<file path="src/design/cte_pkg.sv">
// shared types, codes and calendar helpers for the calendar time editor
package cte_pkg;

	localparam int JOY_W          = 12;
	localparam int ADC_BITS_DEF   = 12;
	localparam int CFG_IDX_W      = 1;
	localparam int IN_TDATA_W     = 72;
	localparam int IN_TUSER_W     = 2;
	localparam int OUT_TDATA_W    = 48;
	localparam int OUT_TUSER_W    = 1;

	localparam logic [JOY_W-1:0] JOY_LOW_RST  = 12'd1000;
	localparam logic [JOY_W-1:0] JOY_HIGH_RST = 12'd3000;

	localparam logic [13:0] YEAR_MAX   = 14'd9999;
	localparam logic [13:0] YEAR_RST   = 14'd2026;
	localparam logic [3:0]  MONTH_MAX  = 4'd12;
	localparam logic [4:0]  HOUR_MAX   = 5'd23;
	localparam logic [5:0]  MINSEC_MAX = 6'd59;

	typedef logic [1:0] action_t;
	localparam action_t ACT_TICK   = 2'd0;
	localparam action_t ACT_JOY    = 2'd1;
	localparam action_t ACT_LOAD   = 2'd2;
	localparam action_t ACT_COMMIT = 2'd3;

	typedef logic [0:0] cfg_idx_t;
	localparam cfg_idx_t CFG_JOY_LOW  = 1'd0;
	localparam cfg_idx_t CFG_JOY_HIGH = 1'd1;

	typedef logic [2:0] cursor_t;
	localparam cursor_t CUR_YEAR   = 3'd0;
	localparam cursor_t CUR_MONTH  = 3'd1;
	localparam cursor_t CUR_DAY    = 3'd2;
	localparam cursor_t CUR_HOUR   = 3'd3;
	localparam cursor_t CUR_MINUTE = 3'd4;
	localparam cursor_t CUR_SECOND = 3'd5;

	typedef struct packed {
		logic [13:0] year;
		logic [3:0]  month;
		logic [4:0]  day;
		logic [4:0]  hour;
		logic [5:0]  minute;
		logic [5:0]  second;
		cursor_t     cursor;
	} cal_t;

	typedef struct packed {
		logic [7:0]       elapsed_seconds;
		logic [JOY_W-1:0] joy_x;
		logic [JOY_W-1:0] joy_y;
		logic [13:0]      load_year;
		logic [3:0]       load_month;
		logic [4:0]       load_day;
		logic [4:0]       load_hour;
		logic [5:0]       load_minute;
		logic [5:0]       load_second;
	} item_t;

	// y/100 by reciprocal (5243 / 2^19), exact for any 14-bit year
	function automatic logic is_leap(input logic [13:0] y);
		logic [26:0] prod;
		logic [7:0]  q;
		logic [14:0] hund;
		logic [14:0] rem;
		prod = 27'(y) * 27'd5243;
		q    = prod[26:19];
		hund = 15'(q) * 15'd100;
		rem  = 15'(y) - hund;
		return (y[1:0] == 2'b00) && ((rem != 15'd0) || (q[1:0] == 2'b00));
	endfunction

	function automatic logic [4:0] days_in(input logic [3:0] m, input logic leap);
		logic [4:0] d;
		case (m) inside
			4'd2:                    d = leap ? 5'd29 : 5'd28;
			4'd4, 4'd6, 4'd9, 4'd11: d = 5'd30;
			default:                 d = 5'd31;
		endcase
		return d;
	endfunction

	// minute carry out of a seconds sum of at most 314
	function automatic logic [2:0] sec_carry(input logic [8:0] s);
		logic [2:0] c;
		if (s >= 9'd300)      c = 3'd5;
		else if (s >= 9'd240) c = 3'd4;
		else if (s >= 9'd180) c = 3'd3;
		else if (s >= 9'd120) c = 3'd2;
		else if (s >= 9'd60)  c = 3'd1;
		else                  c = 3'd0;
		return c;
	endfunction

endpackage

</file>
<file path="src/design/cte_next.sv">
// next calendar state and commit flag for one item
module cte_next #(
	parameter int ADC_BITS = cte_pkg::ADC_BITS_DEF
) (
	input  cte_pkg::cal_t              cur,
	input  cte_pkg::action_t           action,
	input  cte_pkg::item_t             item,
	input  logic [cte_pkg::JOY_W-1:0]  joy_low,
	input  logic [cte_pkg::JOY_W-1:0]  joy_high,
	output cte_pkg::cal_t              nxt,
	output logic                       commit
);
	import cte_pkg::*;

	localparam int CMP_W = (ADC_BITS < JOY_W) ? ADC_BITS : JOY_W;

	logic       leap_cur;
	logic [4:0] dim_cur;
	cal_t       tick_cal;
	cal_t       step_cal;
	cal_t       joy_cal;
	cal_t       load_cal;

	logic [8:0] sec_sum;
	logic [2:0] sec_c;
	logic [8:0] sec_rem;
	logic [6:0] min_sum;
	logic [4:0] hour_sum;
	logic       hour_c;
	logic [5:0] day_sum;

	logic       x_left, x_right, y_up, y_down;
	logic       leap_step;
	logic [4:0] dim_step;
	logic       leap_ld;
	logic [4:0] dim_ld;

	assign leap_cur = is_leap(cur.year);
	assign dim_cur  = days_in(cur.month, leap_cur);

	// tick: at most one day of carry, so a single month roll is enough
	always_comb begin
		tick_cal = cur;
		sec_sum  = 9'(cur.second) + 9'(item.elapsed_seconds);
		sec_c    = sec_carry(sec_sum);
		sec_rem  = sec_sum - 9'(sec_c) * 9'd60;
		tick_cal.second = sec_rem[5:0];
		min_sum  = 7'(cur.minute) + 7'(sec_c);
		hour_sum = cur.hour;
		if (min_sum >= 7'd60) begin
			tick_cal.minute = 6'(min_sum - 7'd60);
			hour_sum = cur.hour + 5'd1;
		end else begin
			tick_cal.minute = min_sum[5:0];
		end
		hour_c = (hour_sum >= 5'd24);
		tick_cal.hour = hour_c ? 5'd0 : hour_sum;
		day_sum = 6'(cur.day) + 6'(hour_c);
		if (day_sum > 6'(dim_cur)) begin
			tick_cal.day = 5'd1;
			if (cur.month >= MONTH_MAX) begin
				tick_cal.month = 4'd1;
				if (cur.year < YEAR_MAX) tick_cal.year = cur.year + 14'd1;
			end else begin
				tick_cal.month = cur.month + 4'd1;
			end
		end else begin
			tick_cal.day = day_sum[4:0];
		end
	end

	assign x_left  = item.joy_x[CMP_W-1:0] < joy_low[CMP_W-1:0];
	assign x_right = !x_left && (item.joy_x[CMP_W-1:0] > joy_high[CMP_W-1:0]);
	assign y_up    = item.joy_y[CMP_W-1:0] < joy_low[CMP_W-1:0];
	assign y_down  = !y_up && (item.joy_y[CMP_W-1:0] > joy_high[CMP_W-1:0]);

	// joystick: cursor move, then step the selected field
	always_comb begin
		step_cal = cur;
		if (x_left && cur.cursor > CUR_YEAR)
			step_cal.cursor = cur.cursor - 3'd1;
		else if (x_right && cur.cursor < CUR_SECOND)
			step_cal.cursor = cur.cursor + 3'd1;
		if (y_up || y_down) begin
			case (step_cal.cursor)
				CUR_YEAR: begin
					if (y_up && cur.year < YEAR_MAX) step_cal.year = cur.year + 14'd1;
					else if (y_down && cur.year != 14'd0) step_cal.year = cur.year - 14'd1;
				end
				CUR_MONTH: begin
					if (y_up) step_cal.month = (cur.month >= MONTH_MAX) ? 4'd1 : cur.month + 4'd1;
					else      step_cal.month = (cur.month <= 4'd1) ? MONTH_MAX : cur.month - 4'd1;
				end
				CUR_DAY: begin
					if (y_up) step_cal.day = (cur.day >= dim_cur) ? 5'd1 : cur.day + 5'd1;
					else      step_cal.day = (cur.day <= 5'd1) ? dim_cur : cur.day - 5'd1;
				end
				CUR_HOUR: begin
					if (y_up) step_cal.hour = (cur.hour >= HOUR_MAX) ? 5'd0 : cur.hour + 5'd1;
					else      step_cal.hour = (cur.hour == 5'd0) ? HOUR_MAX : cur.hour - 5'd1;
				end
				CUR_MINUTE: begin
					if (y_up) step_cal.minute = (cur.minute >= MINSEC_MAX) ? 6'd0 : cur.minute + 6'd1;
					else      step_cal.minute = (cur.minute == 6'd0) ? MINSEC_MAX : cur.minute - 6'd1;
				end
				default: begin
					if (y_up) step_cal.second = (cur.second >= MINSEC_MAX) ? 6'd0 : cur.second + 6'd1;
					else      step_cal.second = (cur.second == 6'd0) ? MINSEC_MAX : cur.second - 6'd1;
				end
			endcase
		end
	end

	assign leap_step = is_leap(step_cal.year);
	assign dim_step  = days_in(step_cal.month, leap_step);

	always_comb begin
		joy_cal = step_cal;
		if (step_cal.day > dim_step) joy_cal.day = dim_step;
	end

	// load: every field clamped into range, cursor to hour
	always_comb begin
		load_cal.year   = (item.load_year > YEAR_MAX) ? YEAR_MAX : item.load_year;
		if (item.load_month == 4'd0)          load_cal.month = 4'd1;
		else if (item.load_month > MONTH_MAX) load_cal.month = MONTH_MAX;
		else                                  load_cal.month = item.load_month;
		load_cal.hour   = (item.load_hour > HOUR_MAX) ? HOUR_MAX : item.load_hour;
		load_cal.minute = (item.load_minute > MINSEC_MAX) ? MINSEC_MAX : item.load_minute;
		load_cal.second = (item.load_second > MINSEC_MAX) ? MINSEC_MAX : item.load_second;
		load_cal.cursor = CUR_HOUR;
		leap_ld = is_leap(load_cal.year);
		dim_ld  = days_in(load_cal.month, leap_ld);
		if (item.load_day == 5'd0)        load_cal.day = 5'd1;
		else if (item.load_day > dim_ld)  load_cal.day = dim_ld;
		else                              load_cal.day = item.load_day;
	end

	always_comb begin
		commit = 1'b0;
		case (action)
			ACT_TICK: nxt = tick_cal;
			ACT_JOY:  nxt = joy_cal;
			ACT_LOAD: nxt = load_cal;
			default: begin
				nxt    = cur;
				commit = 1'b1;
			end
		endcase
	end

endmodule

</file>
<file path="src/design/calendar_time_editor_unit.sv">
// editable calendar clock: input register, next-state logic, result register
// path: an accepted beat is registered in the input stage, then in the result register that drives m_axis
// throughput: one beat per cycle while m_axis takes results; the only loop is the calendar state register
// the input stage takes a new beat while a finished result waits on m_axis, if the input stage is empty
// reset: date 2026-01-01 00:00:00, cursor on year, thresholds 1000 and 3000
module calendar_time_editor_unit #(
	parameter int ADC_BITS = cte_pkg::ADC_BITS_DEF
) (
	input  logic                               clk,
	input  logic                               arst_n,
	input  logic                               s_axis_tvalid,
	output logic                               s_axis_tready,
	// elapsed_seconds, joy_x, joy_y, load_year, load_month, load_day,
	// load_hour, load_minute, load_second
	input  logic [cte_pkg::IN_TDATA_W-1:0]     s_axis_tdata,
	// action
	input  logic [cte_pkg::IN_TUSER_W-1:0]     s_axis_tuser,
	output logic                               m_axis_tvalid,
	input  logic                               m_axis_tready,
	// out_year, out_month, out_day, out_hour, out_minute, out_second,
	// cursor_field, zero fill
	output logic [cte_pkg::OUT_TDATA_W-1:0]    m_axis_tdata,
	// commit_strobe
	output logic [cte_pkg::OUT_TUSER_W-1:0]    m_axis_tuser,
	input  logic                               cfg_valid,
	output logic                               cfg_ready,
	input  logic [cte_pkg::CFG_IDX_W-1:0]      cfg_index,
	input  logic [cte_pkg::JOY_W-1:0]          cfg_data
);
	import cte_pkg::*;

	logic [JOY_W-1:0] joy_low_q, joy_high_q;

	logic    valid_s1;
	action_t action_s1;
	item_t   item_s1;
	item_t   item_in;

	cal_t    cal_q;
	logic    commit_q;
	logic    out_valid_q;
	cal_t    cal_nxt;
	logic    commit_nxt;
	logic    adv;

	assign cfg_ready = 1'b1;

	always_ff @(posedge clk or negedge arst_n) begin
		if (!arst_n) begin
			joy_low_q  <= JOY_LOW_RST;
			joy_high_q <= JOY_HIGH_RST;
		end else if (cfg_valid) begin
			case (cfg_index)
				CFG_JOY_LOW:  joy_low_q  <= cfg_data;
				CFG_JOY_HIGH: joy_high_q <= cfg_data;
				default: ;
			endcase
		end
	end

	assign item_in.elapsed_seconds = s_axis_tdata[7:0];
	assign item_in.joy_x           = s_axis_tdata[19:8];
	assign item_in.joy_y           = s_axis_tdata[31:20];
	assign item_in.load_year       = s_axis_tdata[45:32];
	assign item_in.load_month      = s_axis_tdata[49:46];
	assign item_in.load_day        = s_axis_tdata[54:50];
	assign item_in.load_hour       = s_axis_tdata[59:55];
	assign item_in.load_minute     = s_axis_tdata[65:60];
	assign item_in.load_second     = s_axis_tdata[71:66];

	// result stage moves when its register is empty or being drained
	assign adv           = !out_valid_q || m_axis_tready;
	assign s_axis_tready = !valid_s1 || adv;

	always_ff @(posedge clk or negedge arst_n) begin
		if (!arst_n) begin
			valid_s1 <= 1'b0;
		end else if (s_axis_tready) begin
			valid_s1 <= s_axis_tvalid;
		end
	end

	always_ff @(posedge clk) begin
		if (s_axis_tready && s_axis_tvalid) begin
			action_s1 <= s_axis_tuser[1:0];
			item_s1   <= item_in;
		end
	end

	cte_next #(
		.ADC_BITS (ADC_BITS)
	) u_next (
		.cur      (cal_q),
		.action   (action_s1),
		.item     (item_s1),
		.joy_low  (joy_low_q),
		.joy_high (joy_high_q),
		.nxt      (cal_nxt),
		.commit   (commit_nxt)
	);

	// calendar state doubles as the result register
	always_ff @(posedge clk or negedge arst_n) begin
		if (!arst_n) begin
			cal_q.year   <= YEAR_RST;
			cal_q.month  <= 4'd1;
			cal_q.day    <= 5'd1;
			cal_q.hour   <= 5'd0;
			cal_q.minute <= 6'd0;
			cal_q.second <= 6'd0;
			cal_q.cursor <= CUR_YEAR;
			commit_q     <= 1'b0;
			out_valid_q  <= 1'b0;
		end else if (adv) begin
			out_valid_q <= valid_s1;
			if (valid_s1) begin
				cal_q    <= cal_nxt;
				commit_q <= commit_nxt;
			end
		end
	end

	assign m_axis_tvalid = out_valid_q;
	assign m_axis_tdata  = {5'd0, cal_q.cursor, cal_q.second, cal_q.minute, cal_q.hour,
		cal_q.day, cal_q.month, cal_q.year};
	assign m_axis_tuser  = commit_q;

`ifndef SYNTHESIS
	a_range: assert property (@(posedge clk) disable iff (!arst_n)
		cal_q.year <= YEAR_MAX && cal_q.month >= 4'd1 && cal_q.month <= MONTH_MAX &&
		cal_q.hour <= HOUR_MAX && cal_q.minute <= MINSEC_MAX &&
		cal_q.second <= MINSEC_MAX && cal_q.cursor <= CUR_SECOND)
		else $error("calendar state out of range");

	a_day_fits: assert property (@(posedge clk) disable iff (!arst_n)
		cal_q.day >= 5'd1 && cal_q.day <= days_in(cal_q.month, is_leap(cal_q.year)))
		else $error("day beyond month length");

	a_commit_keeps: assert property (@(posedge clk) disable iff (!arst_n)
		adv && valid_s1 && action_s1 == ACT_COMMIT |=> cal_q == $past(cal_q) && commit_q)
		else $error("commit changed the calendar state");

	a_load_cursor: assert property (@(posedge clk) disable iff (!arst_n)
		adv && valid_s1 && action_s1 == ACT_LOAD |=> cal_q.cursor == CUR_HOUR && !commit_q)
		else $error("load did not move cursor to hour");

	a_s1_held: assert property (@(posedge clk) disable iff (!arst_n)
		valid_s1 && !adv |=> valid_s1 && $stable(item_s1) && $stable(action_s1))
		else $error("input stage lost a waiting beat");
`endif

endmodule
</file>
<file path="config.mk">
export PLATFORM = sky130hd
export DESIGN_NAME = calendar_time_editor_unit
export DESIGN_NICKNAME = d
export VERILOG_FILES = /design/src/design/cte_pkg.sv /design/src/design/cte_next.sv /design/src/design/calendar_time_editor_unit.sv
export SDC_FILE = /design/constraint.sdc
export NUM_CORES = 1
export LEC_CHECK = 0
export BUFFER_PORTS_ARGS = -buffer_cell sky130_fd_sc_hd__buf_4
export CAP_MARGIN = 20
export CORE_ASPECT_RATIO = 0.75
export CORE_MARGIN = 2
export CORE_UTILIZATION = 55
export DETAILED_ROUTE_END_ITERATION = 10
export PLACE_DENSITY = 0.7
export SLEW_MARGIN = 10
export SYNTH_ARGS = -nofsm -noshare
export SYNTH_HDL_FRONTEND = slang
export SYNTH_HIERARCHICAL = 1
export SYNTH_SLANG_ARGS = --single-unit
</file>
<file path="constraint.sdc">
create_clock -name clk -period 16.84 [get_ports clk]
set_clock_uncertainty 0.2 [all_clocks]
set_input_delay 0 -clock clk [delete_from_list [all_inputs] [get_ports clk]]
set_output_delay 0 -clock clk [all_outputs]
set_load 0.005 [all_outputs]
</file>
==> summary.json, run 1 <==
{
  "fp.coreArea": {"value": 44500, "unit": "um2"},
  "grt_max_degree": {"value": 75},
  "worst_hold_startpoint": {"value": "s_axis_tdata[58]"},
  "slew_viol_final": {"value": 0},
  "final_antenna_net_count": {"value": 0},
  "routedWlPerCell": {"value": 19.2, "unit": "um"},
  "std_cell_rows": {"value": 67},
  "crit_path_end_kind": {"value": "flip-flop"},
  "critical_path_class": {"value": "reg -> reg"},
  "vias_per_cell": {"value": 5.79},
  "crit-reg2reg-launch": {"value": "joy_low_q[3]"},
  "final_layout_size_suffix_gt1_share": {"value": 12.1, "unit": "%"},
  "fp.dieW": {"value": 249, "unit": "um"},
  "postSynthCellCount": {"value": 2599},
  "syn_area_per_cell": {"value": 9.52, "unit": "um2"},
  "grt-ovfl-total": {"value": 0},
  "rrSetupSlack": {"value": 1.84, "unit": "ns"},
  "dominantRegCellSynth": {"value": "sky130_fd_sc_hd__edfxtp_1"},
  "min_delay_worst_endpoint": {"value": "item_s1[15]"},
  "run_status": {"value": "completed"},
  "drt_first_iter_violations": {"value": 1588},
  "routabilityCongestion": {"value": 0.957},
  "cp_max_fo": {"value": 42},
  "grt_antenna_before_repair": {"value": 2},
  "cts_post_setup_buffers_inserted": {"value": 0},
  "chipHeight": {"value": 188, "unit": "um"},
  "floorplan.initialDensity": {"value": 55.6, "unit": "%"},
  "dominant_combinational_cell_family_by_area_after_synthesis": {"value": "adder cells"},
  "post-route-drc-count": {"value": 0},
  "post_synth_mux_area_share": {"value": 6.03, "unit": "%"},
  "synth_async_sr_flop_share": {"value": 48.6, "unit": "%"},
  "tritonroute_pass_1_iters": {"value": 5},
  "synth_adder_area_share": {"value": 41.9, "unit": "%"},
  "routed_wirelength": {"value": 65100, "unit": "um"},
  "synth_enable_flop_cells": {"value": 74},
  "hold_viol": {"value": 0},
  "worst_path_most_repeated_cell": {"value": "sky130_fd_sc_hd__inv_1"},
  "rr_worst_depth": {"value": 64},
  "cts_htree_levels": {"value": 4},
  "fp.dieArea": {"value": 46700, "unit": "um2"},
  "diodes": {"value": 0},
  "synth_area": {"value": 24700, "unit": "um2"},
  "warnings_synthesis": {"value": 6},
  "num_io_pins": {"value": 144},
  "tightestPinTransition": {"value": 1.20, "unit": "ns"},
  "synth_area_in_compound_gates": {"value": 13.0, "unit": "%"},
  "io_port_bufs": {"value": 137},
  "synth_seq_area_share": {"value": 16.2, "unit": "%"},
  "critical_path_arrival": {"value": 15.13, "unit": "ns"},
  "timing.slew.headroom": {"value": 19.4, "unit": "%"},
  "synth_cell_type_count": {"value": 98},
  "post-route-min-period": {"value": 15.00, "unit": "ns"},
  "clkTransAtPathRegs": {"value": 0.07, "unit": "ns"},
  "detailroute.via_count": {"value": 19700},
  "slowest_delay": {"value": 0.56, "unit": "ns"},
  "final.period_utilization": {"value": 89.1, "unit": "%"},
  "hold_depth": {"value": 2},
  "rsz0062_at_grt": {"value": "false"},
  "fin_setup_tns": {"value": 0, "unit": "ns"},
  "dp_hpwl": {"value": 51400, "unit": "um"},
  "cts_root_buf": {"value": "sky130_fd_sc_hd__clkbuf_16"},
  "clock_sink_count": {"value": 144},
  "worstSetupStartpointType": {"value": "flip-flop"},
  "first_global_vias": {"value": 20100},
  "synth.ff_latch_count": {"value": 144},
  "fmax": {"value": 66.7, "unit": "MHz"},
  "post_synth_xor_area_fraction": {"value": 4.84, "unit": "%"},
  "synth_simple_gate_area_share": {"value": 9.71, "unit": "%"},
  "worst_r2r_endpoint": {"value": "m_axis_tdata[19]"},
  "first_pass_grt_wire_length": {"value": 106000, "unit": "um"},
  "clock_insertion_delay_worst_skew": {"value": 0.46, "unit": "ns"},
  "cts-root-to-sink-buffers": {"value": 2},
  "max_cap_violations": {"value": 0},
  "slowest_stage": {"value": "sky130_fd_sc_hd__a21boi_2"},
  "gr-usage-all-layers": {"value": 28.5, "unit": "%"},
  "cts_made_buffers": {"value": 17},
  "final_nets": {"value": 3603},
  "tritoncts": {"value": "yes"},
  "hold_class": {"value": "in -> reg"},
  "setup_viol": {"value": 0},
  "flow.area_growth_from_synthesis": {"value": 12.6, "unit": "%"},
  "cp.required": {"value": 16.97, "unit": "ns"}
}
through the flow:
step	util, %	instance area [um2]	setup WS [ns]	instances	hold WS [ns]
global route	62.6	27900	0.793	3400	0.0487
floorplan	-	24800	4.03	2603	-0.496
finish	62.6	27900	1.84	3400	0.0541
detailed placement	59.2	26300	2.20	3276	-0.229
global placement	59.2	26300	2.70	3276	-0.237
CTS	62.6	27900	2.11	3400	0.0339
cell type report:
cell class / instances / area [um2]
inverters: 461 / 1730
well taps: 586 / 733
flip-flops and latches: 144 / 4000
clock buffers: 19 / 433
clock inverters: 13 / 175
fillers: 3649 / 16600
repair buffers: 246 / 2090
multi-input cells: 1931 / 18700
cell usage after synthesis, drive strengths merged, types with 47 or more instances:
| cell type | count | share of area [%] |
|---|---|---|
| nand2 | 119 | 1.8 |
| edfxtp | 74 | 9.0 |
| o21ai | 123 | 2.5 |
| nor2 | 115 | 1.8 |
| dfrtp | 47 | 4.8 |
| xnor2 | 97 | 3.6 |
| mux2 | 75 | 4.0 |
| a21oi | 137 | 2.8 |
| ha | 519 | 26 |
| fa | 191 | 15 |
| nand3 | 54 | 1.1 |
| inv | 459 | 7.0 |
critical path, delay by kind of cell, from the launching register on:
kind | cells | cell delay, ns
buf+inv | 11 | 1.45
fa+ha+maj | 10 | 3.65
flops | 1 | 0.53
xor+xnor | 5 | 1.18
mux | 2 | 0.36
simple gates | 12 | 2.32
compound gates | 24 | 5.14
what timing repair did:
item,in CTS,in global routing
endpoints found under the setup margin,0,0
hold buffers,92,0
gates resized for setup,0,0
hold endpoints to repair,147,0
cells by family after synthesis:
kind of cell,Yosys count
multiplexers,101
AND/OR/NAND/NOR,483
other,2
flip-flops,144
XOR/XNOR,130
buffers and inverters,528
AO/OA/AOI/OAI,497
adder cells (fa/ha/maj),714
registers in the layout, summed over array words and instances (netlist names):
| signal | cells |
|---|---|
| m_axis_tdata | 43 |
| valid_s1 | 1 |
| action_s1 | 2 |
| m_axis_tvalid | 1 |
| item_s1 | 72 |
| joy_low_q | 12 |
| joy_high_q | 12 |
| m_axis_tuser | 1 |
how the worst max path moves through the flow:
stage / depth (start not counted) / start / to
2_1_floorplan: 64 / m_axis_tdata[40] / m_axis_tdata[19]
3_3_place_gp: 64 / joy_low_q[3] / m_axis_tdata[19]
3_5_place_dp: 64 / joy_low_q[3] / m_axis_tdata[19]
4_1_cts: 64 / joy_low_q[3] / m_axis_tdata[19]
5_1_grt: 66 / joy_low_q[3] / m_axis_tdata[19]
6_report: 64 / joy_low_q[3] / m_axis_tdata[19]
placed cells by master, fill, tap and decap left out, drive strengths merged, types with 15 or more instances in the layout:
master	Yosys	final
a21o	41	41
a21oi	137	137
a31oi	15	15
and2	18	18
and3	16	16
buf	21	155
clkbuf	46	19
dfrtp	47	47
dfstp	23	23
dlygate4sd3	0	91
edfxtp	74	74
fa	191	191
ha	519	519
inv	459	464
mux2	75	75
mux4	19	19
nand2	119	119
nand2b	29	29
nand3	54	54
nand4	18	18
nor2	115	115
nor2b	24	24
nor3	38	38
o21a	17	17
o21ai	123	123
o21bai	16	16
xnor2	97	97
xor2	32	32
metal layers:
layer / vias to the layer above / global-route usage, % / part of all wire [%]
li1: 9374 / - / -
met1: 9583 / 40.1 / 46
met5: - / 0 / 0.041
met3: 96 / 6.16 / 7.7
met4: 4 / 8.21 / 2.4
met2: 638 / 44.3 / 44
Power of run 1 is not shown: default switching activity piles up to over one toggle a cycle in this logic, so the estimate is an artifact.
==> inputs of run 2 (changes only) <==
--- a/config.mk
+++ b/config.mk
@@ -5,7 +5,7 @@
 export SDC_FILE = /design/constraint.sdc
 export NUM_CORES = 1
 export LEC_CHECK = 0
-export BUFFER_PORTS_ARGS = -buffer_cell sky130_fd_sc_hd__buf_4
+export BUFFER_PORTS_ARGS = -buffer_cell sky130_fd_sc_hd__clkbuf_2
 export CAP_MARGIN = 20
 export CORE_ASPECT_RATIO = 0.75
 export CORE_MARGIN = 2
==> constraint.sdc (replaced) <==
create_clock -name clk -period 16.84 [get_ports clk]
set_clock_uncertainty 0.2 [all_clocks]
set_input_delay 0 -clock clk [delete_from_list [all_inputs] [get_ports clk]]
set_output_delay 0 -clock clk [all_outputs]
set_load 0.02 [all_outputs]
==> summary.json, run 2 (synthesized netlist as in run 1, its figures left out) <==
{
  "final_layout_size_suffix_gt1_share": {"value": 11.9, "unit": "%"},
  "std_cell_rows": {"value": 67},
  "hold_viol": {"value": 0},
  "critical-path-top-delay-family": {"value": "compound AO/OA/AOI/OAI gates"},
  "fmax": {"value": 66.6, "unit": "MHz"},
  "first_pass_grt_wire_length": {"value": 107000, "unit": "um"},
  "tritoncts": {"value": "yes"},
  "hold_class": {"value": "in -> reg"},
  "slew_viol_final": {"value": 0},
  "grt_antenna_before_repair": {"value": 1},
  "final_nets": {"value": 3602},
  "first_global_vias": {"value": 20200},
  "clock_insertion_delay_worst_skew": {"value": 0.45, "unit": "ns"},
  "run_status": {"value": "completed"},
  "cts_made_buffers": {"value": 17},
  "detailroute.via_count": {"value": 19700},
  "chipHeight": {"value": 188, "unit": "um"},
  "final.period_utilization": {"value": 89.1, "unit": "%"},
  "buf_inv_on_cp": {"value": 10},
  "cp_max_fo": {"value": 12},
  "critical_path_arrival": {"value": 15.13, "unit": "ns"},
  "cp.required": {"value": 16.97, "unit": "ns"},
  "slowest_stage": {"value": "sky130_fd_sc_hd__o41ai_4"},
  "routedWlPerCell": {"value": 19.2, "unit": "um"},
  "setup_viol": {"value": 0},
  "crit_path_end_kind": {"value": "flip-flop"},
  "cts_root_buf": {"value": "sky130_fd_sc_hd__clkbuf_16"},
  "max_ffs_per_register": {"value": 72},
  "rsz0062_at_grt": {"value": "false"},
  "place.detailed.instances": {"value": 3275},
  "slowest_delay": {"value": 0.71, "unit": "ns"},
  "filler_cell_count": {"value": 3663},
  "multiInputGateArea": {"value": 18700, "unit": "um2"},
  "max_cap_violations": {"value": 0},
  "post_layout_nonfiller_instances": {"value": 3400},
  "post_cts_resize_count": {"value": 0},
  "worstSetupStartpointType": {"value": "flip-flop"},
  "floorplan.initialDensity": {"value": 55.6, "unit": "%"},
  "rrSetupSlack": {"value": 1.84, "unit": "ns"},
  "top_register": {"value": "item_s1"},
  "post-route-min-period": {"value": 15.00, "unit": "ns"},
  "dp_hpwl": {"value": 50800, "unit": "um"},
  "fp.coreArea": {"value": 44500, "unit": "um2"},
  "final_cell_mix": {"value": "519 x sky130_fd_sc_hd__ha_1, 455 x sky130_fd_sc_hd__inv_1, 191 x sky130_fd_sc_hd__fa_1"},
  "timing.slew.headroom": {"value": 26.6, "unit": "%"},
  "flow.area_growth_from_synthesis": {"value": 11.2, "unit": "%"},
  "io_port_bufs": {"value": 137},
  "grt-ovfl-total": {"value": 0},
  "clock_sink_count": {"value": 144},
  "clkTransAtPathRegs": {"value": 0.06, "unit": "ns"},
  "regArea": {"value": 4000, "unit": "um2"},
  "tightestPinTransition": {"value": 1.10, "unit": "ns"},
  "post-route-drc-count": {"value": 0},
  "fp.dieArea": {"value": 46700, "unit": "um2"},
  "hold_slack": {"value": 0.0686, "unit": "ns"},
  "routed_wirelength": {"value": 65200, "unit": "um"},
  "num_io_pins": {"value": 144},
  "vias_per_cell": {"value": 5.80},
  "drt_first_iter_violations": {"value": 1666},
  "cts_htree_levels": {"value": 4},
  "fin_setup_tns": {"value": 0, "unit": "ns"},
  "critical_path_class": {"value": "reg -> reg"},
  "routabilityCongestion": {"value": 0.945},
  "grt_max_degree": {"value": 75},
  "final_common_cell": {"value": "sky130_fd_sc_hd__ha_1"},
  "tritonroute_pass_1_iters": {"value": 8},
  "gr-usage-all-layers": {"value": 28.7, "unit": "%"},
  "worst_path_most_repeated_cell": {"value": "sky130_fd_sc_hd__inv_1"},
  "cts-root-to-sink-buffers": {"value": 2},
  "fp.dieW": {"value": 249, "unit": "um"},
  "final_antenna_net_count": {"value": 0}
}
run 2: changes by cell type in the layout (fill, tap and decap cells not counted), sizes merged:
cell / delta
clkbuf: +137
buf: -137
bufinv: +1
inv: -4
diode: +1
clkinv: +2
run 2: final cells by class:
type                            count  share of cell area (%)
Sequential cell                   144                    14.5
Clock buffer                       20                    1.59
Tap cell                          586                    2.66
Timing Repair Buffer              245                    6.32
Clock inverter                     12                   0.609
Multi-Input combinational cell   1931                    68.0
Inverter                          461                    6.30
Antenna cell                        1                 0.00909
run 2: worst paths after layout:
kind | start | end | cells after the start
worst max-delay path | joy_high_q[7] | m_axis_tdata[19] | 63
worst min-delay path | s_axis_tdata[27] | item_s1[47] | 2
worst max register to register | joy_high_q[7] | m_axis_tdata[19] | 63
worst min register to register | m_axis_tuser | m_axis_tuser | 1
max in group asynchronous | arst_n | m_axis_tdata[19] | 4
min in group asynchronous | arst_n | m_axis_tdata[32] | 4
run 2: repair_timing:
action	CTS	global route
buffers inserted	0	0
hold buffers	92	0
endpoints found under the hold margin	147	0
run 2: metrics by stage:
step                      setup slack [ns]  cell area (um2)  util (%)
after global routing                 0.724            27500      61.8
after CTS                             2.03            27500      61.8
final                                 1.84            27500      61.8
after floorplan                       3.92            24800         -
after detailed placement              2.15            26000      58.4
after global placement                2.69            26000      58.4
run 2: per-layer routing:
layer	wire length, um	up-vias	global-route usage (%)
met5	0	-	0
met2	29200	690	45.7
met1	30000	9591	41.2
met4	1190	0	6.36
met3	4830	70	4.41
li1	-	9363	-
Power of run 2 is left out for the same reason.
==> inputs of run 3 (changes only) <==
--- a/config.mk
+++ b/config.mk
@@ -12,6 +12,7 @@
 export CORE_UTILIZATION = 55
 export DETAILED_ROUTE_END_ITERATION = 10
 export PLACE_DENSITY = 0.7
+export REMOVE_ABC_BUFFERS = 1
 export SLEW_MARGIN = 10
 export SYNTH_ARGS = -nofsm -noshare
 export SYNTH_HDL_FRONTEND = slang
==> summary.json, run 3 (synthesized netlist as in run 1, its figures left out) <==
{
  "rsz0062_at_grt": {"value": "false"},
  "fp.coreArea": {"value": 44500, "unit": "um2"},
  "final_cell_mix": {"value": "519 x sky130_fd_sc_hd__ha_1, 455 x sky130_fd_sc_hd__inv_1, 191 x sky130_fd_sc_hd__fa_1"},
  "critical_path_class": {"value": "reg -> reg"},
  "regArea": {"value": 4000, "unit": "um2"},
  "num_io_pins": {"value": 144},
  "worstSetupStartpointType": {"value": "flip-flop"},
  "cts-root-to-sink-buffers": {"value": 2},
  "dp_hpwl": {"value": 50900, "unit": "um"},
  "max_ffs_per_register": {"value": 72},
  "cts_made_buffers": {"value": 17},
  "final_nets": {"value": 3602},
  "clkTransAtPathRegs": {"value": 0.07, "unit": "ns"},
  "min_delay_worst_endpoint": {"value": "item_s1[11]"},
  "post-route-min-period": {"value": 15.31, "unit": "ns"},
  "cp.required": {"value": 16.97, "unit": "ns"},
  "final.period_utilization": {"value": 90.9, "unit": "%"},
  "rrSetupSlack": {"value": 1.53, "unit": "ns"},
  "cts_root_buf": {"value": "sky130_fd_sc_hd__clkbuf_16"},
  "fin_util": {"value": 61.7, "unit": "%"},
  "final_layout_size_suffix_gt1_share": {"value": 11.9, "unit": "%"},
  "fp.dieArea": {"value": 46700, "unit": "um2"},
  "setup_viol": {"value": 0},
  "vias_per_cell": {"value": 5.84},
  "crit-reg2reg-launch": {"value": "joy_high_q[9]"},
  "slew_viol_final": {"value": 0},
  "post_layout_nonfiller_instances": {"value": 3398},
  "cts_post_setup_buffers_inserted": {"value": 0},
  "first_pass_grt_wire_length": {"value": 106000, "unit": "um"},
  "std_cell_rows": {"value": 67},
  "worst_r2r_endpoint": {"value": "m_axis_tdata[19]"},
  "crit_cells": {"value": 63},
  "slowest_stage": {"value": "sky130_fd_sc_hd__a2bb2oi_1"},
  "tightestPinTransition": {"value": 0.975, "unit": "ns"},
  "routed_wirelength": {"value": 65200, "unit": "um"},
  "timing.slew.headroom": {"value": 35.0, "unit": "%"},
  "grt-ovfl-total": {"value": 0},
  "rr_worst_depth": {"value": 63},
  "critical_path_arrival": {"value": 15.44, "unit": "ns"},
  "final_common_cell": {"value": "sky130_fd_sc_hd__ha_1"},
  "clock_sink_count": {"value": 144},
  "grt_antenna_before_repair": {"value": 0},
  "post-route-drc-count": {"value": 0},
  "flow.area_growth_from_synthesis": {"value": 10.9, "unit": "%"},
  "clock_insertion_delay_worst_skew": {"value": 0.45, "unit": "ns"},
  "io_port_bufs": {"value": 137},
  "slowest_delay": {"value": 0.72, "unit": "ns"},
  "final_antenna_net_count": {"value": 0},
  "worst_path_most_repeated_cell": {"value": "sky130_fd_sc_hd__inv_1"},
  "multiInputGateArea": {"value": 18700, "unit": "um2"},
  "tritoncts": {"value": "yes"},
  "detailroute.via_count": {"value": 19900},
  "fin_setup_tns": {"value": 0, "unit": "ns"},
  "place.detailed.instances": {"value": 3275},
  "diodes": {"value": 0},
  "tritonroute_pass_1_iters": {"value": 6},
  "crit_path_end_kind": {"value": "flip-flop"},
  "gr-usage-all-layers": {"value": 28.6, "unit": "%"},
  "cp_max_fo": {"value": 15},
  "critical-path-top-delay-family": {"value": "compound AO/OA/AOI/OAI gates"},
  "fp.dieW": {"value": 249, "unit": "um"},
  "timing.critical_path.from": {"value": "joy_high_q[9]"},
  "routabilityCongestion": {"value": 0.933},
  "drt_first_iter_violations": {"value": 1686},
  "run_status": {"value": "completed"},
  "worst_hold_startpoint": {"value": "s_axis_tdata[65]"},
  "top_register": {"value": "item_s1"},
  "hold_class": {"value": "in -> reg"},
  "cts_htree_levels": {"value": 4},
  "buf_inv_on_cp": {"value": 10},
  "first_global_vias": {"value": 20300},
  "fmax": {"value": 65.3, "unit": "MHz"},
  "chipHeight": {"value": 188, "unit": "um"},
  "grt_max_degree": {"value": 58},
  "max_cap_violations": {"value": 0},
  "routedWlPerCell": {"value": 19.2, "unit": "um"},
  "hold_viol": {"value": 0},
  "hold_depth": {"value": 2},
  "filler_cell_count": {"value": 3695},
  "floorplan.initialDensity": {"value": 55.6, "unit": "%"}
}
==> run 3: how the worst max path moves through the flow <==
stage                       end  slack [ns]
4_1_cts        m_axis_tdata[19]        1.83
2_1_floorplan  m_axis_tdata[19]        3.42
3_5_place_dp   m_axis_tdata[19]        1.87
3_3_place_gp   m_axis_tdata[19]        2.44
5_1_grt        m_axis_tdata[19]        0.59
6_report       m_axis_tdata[19]        1.53
==> run 3: final cells by class <==
cell class,count,area share (%)
Timing Repair Buffer,245,6.28
Clock buffer,20,1.59
Clock inverter,11,0.424
Tap cell,586,2.67
Multi-Input combinational cell,1931,68.1
Sequential cell,144,14.6
Inverter,461,6.31
==> run 3: repair_timing <==
action	CTS	global route
gates resized for setup	0	0
hold buffers	91	0
hold endpoints to repair	190	0
==> run 3: worst register-to-register path, delay by kind of cell, from the launching register on <==
| family | cells | cell delay [ns] |
|---|---|---|
| compound gates | 22 | 5.26 |
| fa+ha+maj | 10 | 3.76 |
| simple gates | 14 | 2.90 |
| xor+xnor | 5 | 1.15 |
| buf+inv | 10 | 1.03 |
| flops | 1 | 0.54 |
| mux | 2 | 0.36 |
==> run 3: per-layer routing <==
layer / up-vias / share of wire [%] / wire length (um) / GRT usage (%)
li1: 9374 / - / - / -
met1: 9604 / 45 / 29500 / 39.6
met2: 758 / 46 / 29800 / 46.3
met3: 114 / 6.5 / 4260 / 4.29
met4: 0 / 2.5 / 1620 / 8.95
met5: - / 0 / 0 / 0
==> run 3: stage by stage <==
stage          setup slack, ns  instance area, um2  hold slack (ns)
3_3_place_gp              2.44               26000           -0.212
2_1_floorplan             3.42               24400           -0.496
4_1_cts                   1.83               27400           0.0434
3_5_place_dp              1.87               26000           -0.206
5_1_grt                  0.586               27500           0.0548
6_report                  1.53               27500           0.0526
Power of run 3 is left out for the same reason.
